`src/dema_pkg.sv`:
```
package dema_pkg;

    // Frame geometry and number formats
    localparam int BAND_COUNT    = 8;
    localparam int LEVEL_W       = 16;
    localparam int FRACTION_BITS = 16;
    localparam int AVG_W         = LEVEL_W + FRACTION_BITS;
    localparam int GAIN_W        = 16;
    localparam int CFG_IDX_W     = 3;

    // Band positions used by the classifier
    localparam int BAND_ZERO  = 0;
    localparam int BAND_ONE   = 1;
    localparam int BAND_TWO   = 2;
    localparam int BAND_THREE = 3;
    localparam int BAND_FOUR  = 4;
    localparam int BAND_SIX   = 6;
    localparam int BAND_SEVEN = 7;

    // Register reset values
    localparam logic [GAIN_W-1:0] SLOW_GAIN_RST   = 16'd655;
    localparam logic [GAIN_W-1:0] FAST_GAIN_RST   = 16'd13107;
    localparam logic [LEVEL_W-1:0] RATE_MARGIN_RST = 16'd40;
    localparam logic [LEVEL_W-1:0] RATE_LIMIT_RST  = 16'd200;
    localparam logic [LEVEL_W-1:0] HIGH_MARGIN_RST = 16'd15;
    localparam logic [LEVEL_W-1:0] MID_MARGIN_RST  = 16'd20;

    // Configuration register indexes
    typedef enum logic [CFG_IDX_W-1:0] {
        CFG_SLOW_GAIN   = 3'd0,
        CFG_FAST_GAIN   = 3'd1,
        CFG_RATE_MARGIN = 3'd2,
        CFG_RATE_LIMIT  = 3'd3,
        CFG_HIGH_MARGIN = 3'd4,
        CFG_MID_MARGIN  = 3'd5
    } t_cfg_idx;

    // Hive condition codes
    typedef enum logic [2:0] {
        COND_NORMAL      = 3'd0,
        COND_STRESS      = 3'd1,
        COND_QUEENLESS   = 3'd2,
        COND_QUEEN_SOUND = 3'd3,
        COND_ROBBING     = 3'd4
    } t_cond;

    typedef logic [AVG_W-1:0] t_avg;

    // Integer level to fixed point
    function automatic t_avg to_fixed(input logic [LEVEL_W-1:0] level);
        return {level, {FRACTION_BITS{1'b0}}};
    endfunction

    // Fast average above slow average plus an integer margin
    function automatic logic rose(input t_avg fast, input t_avg slow,
                                  input logic [LEVEL_W-1:0] margin);
        logic [AVG_W:0] bound;
        bound = {1'b0, slow} + {1'b0, to_fixed(margin)};
        return {1'b0, fast} > bound;
    endfunction

endpackage

```
`src/dema_lane.sv`:
```
module dema_lane (
    input  logic                          i_clk,
    input  logic                          i_load,
    input  logic                          i_update,
    input  logic [dema_pkg::LEVEL_W-1:0]  i_level,
    input  logic [dema_pkg::GAIN_W-1:0]   i_gain,
    output logic [dema_pkg::AVG_W-1:0]    o_average
);
    import dema_pkg::*;

    localparam int DIFF_W = AVG_W + 1;
    localparam int PROD_W = DIFF_W + GAIN_W + 1;
    localparam logic signed [PROD_W-1:0] ROUND_HALF = PROD_W'(1) <<< (GAIN_W - 1);

    t_avg                      r_avg;
    t_avg                      n_avg;
    t_avg                      sample;
    logic signed [DIFF_W-1:0]  diff;
    logic signed [PROD_W-1:0]  prod;
    logic signed [PROD_W-1:0]  step;

    // old + round((sample - old) * gain / 2^16), identical to the weighted blend
    always_comb begin
        sample = to_fixed(i_level);
        diff   = $signed({1'b0, sample}) - $signed({1'b0, r_avg});
        prod   = PROD_W'(diff) * $signed({1'b0, i_gain});
        step   = (prod + ROUND_HALF) >>> GAIN_W;
        n_avg  = r_avg + step[AVG_W-1:0];
    end

    // Average register: loaded by the first frame, blended afterwards
    always_ff @(posedge i_clk) begin
        if (i_load) begin
            r_avg <= sample;
        end else if (i_update) begin
            r_avg <= n_avg;
        end
    end

    assign o_average = r_avg;

endmodule

```
`config.mk`:
```
export PLATFORM = sky130hd
export DESIGN_NAME = dema_lane
export DESIGN_NICKNAME = d
export VERILOG_FILES = /design/src/dema_pkg.sv /design/src/dema_lane.sv
export SDC_FILE = /design/constraint.sdc
export NUM_CORES = 2
export LEC_CHECK = 0
export BUFFER_PORTS_ARGS = -buffer_cell sky130_fd_sc_hd__clkbuf_2
export CORE_ASPECT_RATIO = 0.8
export CORE_MARGIN = 4
export CORE_UTILIZATION = 45
export DETAILED_ROUTE_END_ITERATION = 6
export GPL_TIMING_DRIVEN = 1
export PLACE_DENSITY = 0.6
export SLEW_MARGIN = 5
export SYNTH_ARGS = -nofsm -noshare
export SYNTH_HDL_FRONTEND = slang
export SYNTH_SLANG_ARGS = --single-unit
```
`constraint.sdc`:
```
create_clock -name i_clk -period 31.5 [get_ports i_clk]
set_input_delay 6.3 -clock i_clk [delete_from_list [all_inputs] [get_ports i_clk]]
set_output_delay 6.3 -clock i_clk [all_outputs]
set_load 0.05 [all_outputs]
```
# Yosys cells after proc, flatten, opt, wreduce, memory -nomap -nowiden
# Cells that the tools add are included.
word_totals:
  ff_bits: 32
  elab_cells: 9
op_classes:
  n_mux: 2
  n_mul: 1
  reduce_logical: 1
  n_addsub: 3
ops:
  columns: ["cell", "count"]
  rows:
  - ["32-bit two-way mux", 2]
  - ["48-bit by 17-bit adder with 48-bit output, second input constant", 1]
  - ["33-bit by 17-bit multiplier with 48-bit output", 1]
  - ["32-bit by 32-bit subtractor with 33-bit output", 1]
  - ["32-bit adder", 1]
  - ["2-bit nonzero test", 1]

# Depth between registers and ports, before layout
depth:
  ltp_word: 6
  depth_mapped: 44

# Worst setup path before layout
# No wires, ideal clock.
synth_timing:
  path_type: "input to register"
  startpoint: "input port i_level[1] (netlist bit)"
  endpoint: "register r_avg[31], in the netlist o_average[31], data pin"
  t_arrival_ns: 15.590
  path_slack_ns: 15.653
  path_stages: 39
  path_buffers: 1
  required_time_ns: 31.244
  path_cell_list: "ha_1 a21o_1 a21oi_1 nor2b_1 o311ai_1 nor2b_1 xnor2_1 clkbuf_1 and2_1 fa_1 inv_1 fa_1 fa_1 inv_1 fa_1 fa_1 inv_1 fa_1 (+3 left out) nor2_1 or4_1 a221oi_2 a2bb2oi_2 a31oi_2 o21a_1 o21a_1 o21a_1 or4b_1 o311ai_1 ha_1 a21oi_1 o21ai_1 a41o_1 and4_4 o31ai_2 xnor3_1 a22o_1"
synth_between:
  elab_chain_len: 6
synth_lines:
  columns: ["item", "line_no", "text"]
  rows:
  - ["from (decl)", "dema_lane.sv:5", "input logic [dema_pkg::LEVEL_W-1:0] i_level,"]
  - ["32-bit by 32-bit subtractor with 33-bit output", "dema_lane.sv:25", "diff = $signed({1'b0, sample}) - $signed({1'b0, r_avg});"]
  - ["33-bit by 17-bit multiplier with 48-bit output", "dema_lane.sv:26", "prod = PROD_W'(diff) * $signed({1'b0, i_gain});"]
  - ["48-bit by 17-bit adder with 48-bit output", "dema_lane.sv:27", "step = (prod + ROUND_HALF) >>> GAIN_W;"]
  - ["32-bit adder", "dema_lane.sv:28", "n_avg = r_avg + step[AVG_W-1:0];"]
  - ["32-bit two-way mux", "dema_lane.sv:35", "end else if (i_update) begin"]
  - ["32-bit two-way mux", "dema_lane.sv:33", "if (i_load) begin"]
  - ["to (signal assigned)", "dema_lane.sv:34", "r_avg <= sample;"]
  - ["to (signal assigned)", "dema_lane.sv:36", "r_avg <= n_avg;"]
  - ["to (decl)", "dema_lane.sv:15", "t_avg r_avg;"]
# No other way between the ends. The select of a mux whose other input is x is not followed.
# A chain may end at the register's enable or synchronous reset.

# Final worst setup path
# Same ends and word-level chain as after synthesis.

==> results.cfg <==
[detailed_routing]
wl_per_cell_um = 19.2
drc = 0
ant_nets = 0
drt_iter0_drc = 940
firstDrtPassIters = 5
vias = 16100
wl_um = 59300
viasPerCell = 5.23

[setup_path]
cp_max_fo = 16
cp.required_ns = 31.54
end_kind = register
slowest_stage = fa_1
crit_path_start_kind = input port
cpMostUsedCell = fa_1
cp.arrival_ns = 16.58
r2r_start = o_average[0]$_SDFFE_PP0P_
max_stage_delay_ns = 0.54
reg2reg_depth = 38
rrSetupSlack_ns = 20.07
r2r_end = o_average[31]$_DFFE_PP_
crit_type = in2reg

[synthesis]
synth_top_area_share_pct = 45.3
ys_warn_count = 0
async_flop_share_pct = 0
synth.top_cells.by_count = inv_1 (629), fa_1 (491), nand2_1 (295), and2_1 (275), ha_1 (189)
synth_ff_type = edfxtp_1
synth_cell_types = 70
syn-num-nets = 3168
syn-mean-instance-area_um2 = 8.85
synth-seq-area-share_pct = 3.69
synth_area_um2 = 21700
yosys.area.top_type = fa_1
synth_edf_count = 16
ys_ff_latch = 32
synth_area_leaders = fa_1 (45%), ha_1 (11%), inv_1 (11%), and2_1 (7.9%), nand2_1 (5.1%)
synth_cells = 2453
synth.most_common_cell = inv_1

[timing]
rsz0062_at_grt = no
worst_clock_skew_ns = 0.00738
min_period_over_period_pct = 52.5
setup_violations = 0
hold_viol_final = 0
fin_tns_setup_ns = 0
whs_ns = 0.579
worstMarginPinSlew_ns = 1.17
fmax_mhz = 60.4
drv_slew = 0
min_period_ns = 16.54
slew_headroom_pct = 21.8

[clocking]
postCtsSetupBuffers = 0
root_buffer = clkbuf_16
postCtsHoldBufs = 0
numCtsBuffers = 5
cts_tree = yes
cts_resized = 0
cts.sinks = 32
clockBufferDepth = 2
clkSlewWorstSetupHoldPaths_ns = 0.06
worstSkewPairLatency_ns = 0.28
h-tree-depth = 2

[final_layout]
largest_reg_flops = 32
n_antenna_cell = 0
layout-drive-gt1-share_pct = 5.55
register_area_um2 = 801
final_util_pct = 48.3
fillCellCount = 4539
syn_to_final_growth_pct = 5.46
layout.nets = 3181
multi_input_area_um2 = 18200

[floorplan]
die_h_um = 204
start_util_pct = 45.8
rows = 71
pin_count = 67
fp.dieW_um = 254
dieArea_um2 = 51800
core_area_um2 = 47300

[hold_path]
holdPathEnd = o_average[12]$_SDFFE_PP0P_
holdCritPathClass = reg2reg
hold_start = o_average[12]$_SDFFE_PP0P_
hold_path_depth = 2

[global_route]
grt_usage_pct = 24.0
grt_pass1_vias = 17600
grt_antenna_before_repair = 0
globalRouteOverflowTotal = 0
grt_max_degree = 35
grt_pass1_wl_um = 97800

[flow_run]
drv_cap = 0

[place]
hpwl_um = 47400
gp_congestion = 0.892
portBuffers = 66

[run_status]
outcome = finished, final reports clean
cell families after synthesis:
family | synth area share (%)
XOR/XNOR | 4.17
flip-flops | 3.69
AO/OA/AOI/OAI | 6.22
multiplexers | 0.507
buffers and inverters | 12.5
adder cells (fa/ha/maj) | 56.2
AND/OR/NAND/NOR | 16.7
cells in the final DEF (no fill, tap or decap), types with 19 or more instances in the layout:
cell	synthesis	layout
buf_4	1	31
xnor2_1	70	69
o21ai_0	22	22
nor2_1	55	55
and2_1	275	275
clkbuf_2	0	66
nor3_1	19	19
nand2_1	295	295
inv_1	629	629
a21oi_1	62	62
a21o_1	25	25
fa_1	491	491
xor2_1	29	24
ha_1	189	189
metrics by stage:
step                setup slack [ns]  cells  area (um2)
global route                   14.52   3087       22900
finish                         14.96   3087       22900
detailed placement             14.72   3079       22700
global placement               14.87   3079       22700
CTS                            14.99   3087       22900
floorplan                      15.65   2453       21700
critical path: cells and delay by family:
family | cells | cell delay, ns
AOI/OAI and AO/OA | 16 | 3.58
buffers and inverters | 6 | 0.53
adders and majority gates | 9 | 4.05
xor gates and xnor gates | 2 | 0.42
and+or+nand+nor | 7 | 1.70
layout make-up:
type | count | share of cell area (%)
clock buffer | 8 | 0.683
inverter | 629 | 10.3
multi-input combinational | 1701 | 79.6
timing repair buffer | 97 | 2.46
tap | 620 | 3.39
sequential | 32 | 3.50
how the worst max path moves through the flow:
| stage | startpoint | endpoint | slack, ns | depth (start not counted) |
|---|---|---|---|---|
| floorplan | i_level[1] | o_average[31]$_DFFE_PP_ | 15.65 | 39 |
| global placement | i_level[1] | o_average[31]$_DFFE_PP_ | 14.87 | 40 |
| detailed placement | i_level[1] | o_average[31]$_DFFE_PP_ | 14.72 | 40 |
| CTS | i_level[2] | o_average[31]$_DFFE_PP_ | 14.99 | 39 |
| global route | i_level[1] | o_average[31]$_DFFE_PP_ | 14.52 | 40 |
| finish | i_level[1] | o_average[31]$_DFFE_PP_ | 14.96 | 40 |
layer usage:
layer  wire [um]  GRT usage [%]
met1       29100           37.7
met2       25000           35.7
met3        4570           3.96
met4         589           3.07
met5           0              0
Power is left out: the tool's default activity adds up to more than one toggle a clock period on the data nets, which glitch-free logic cannot reach.
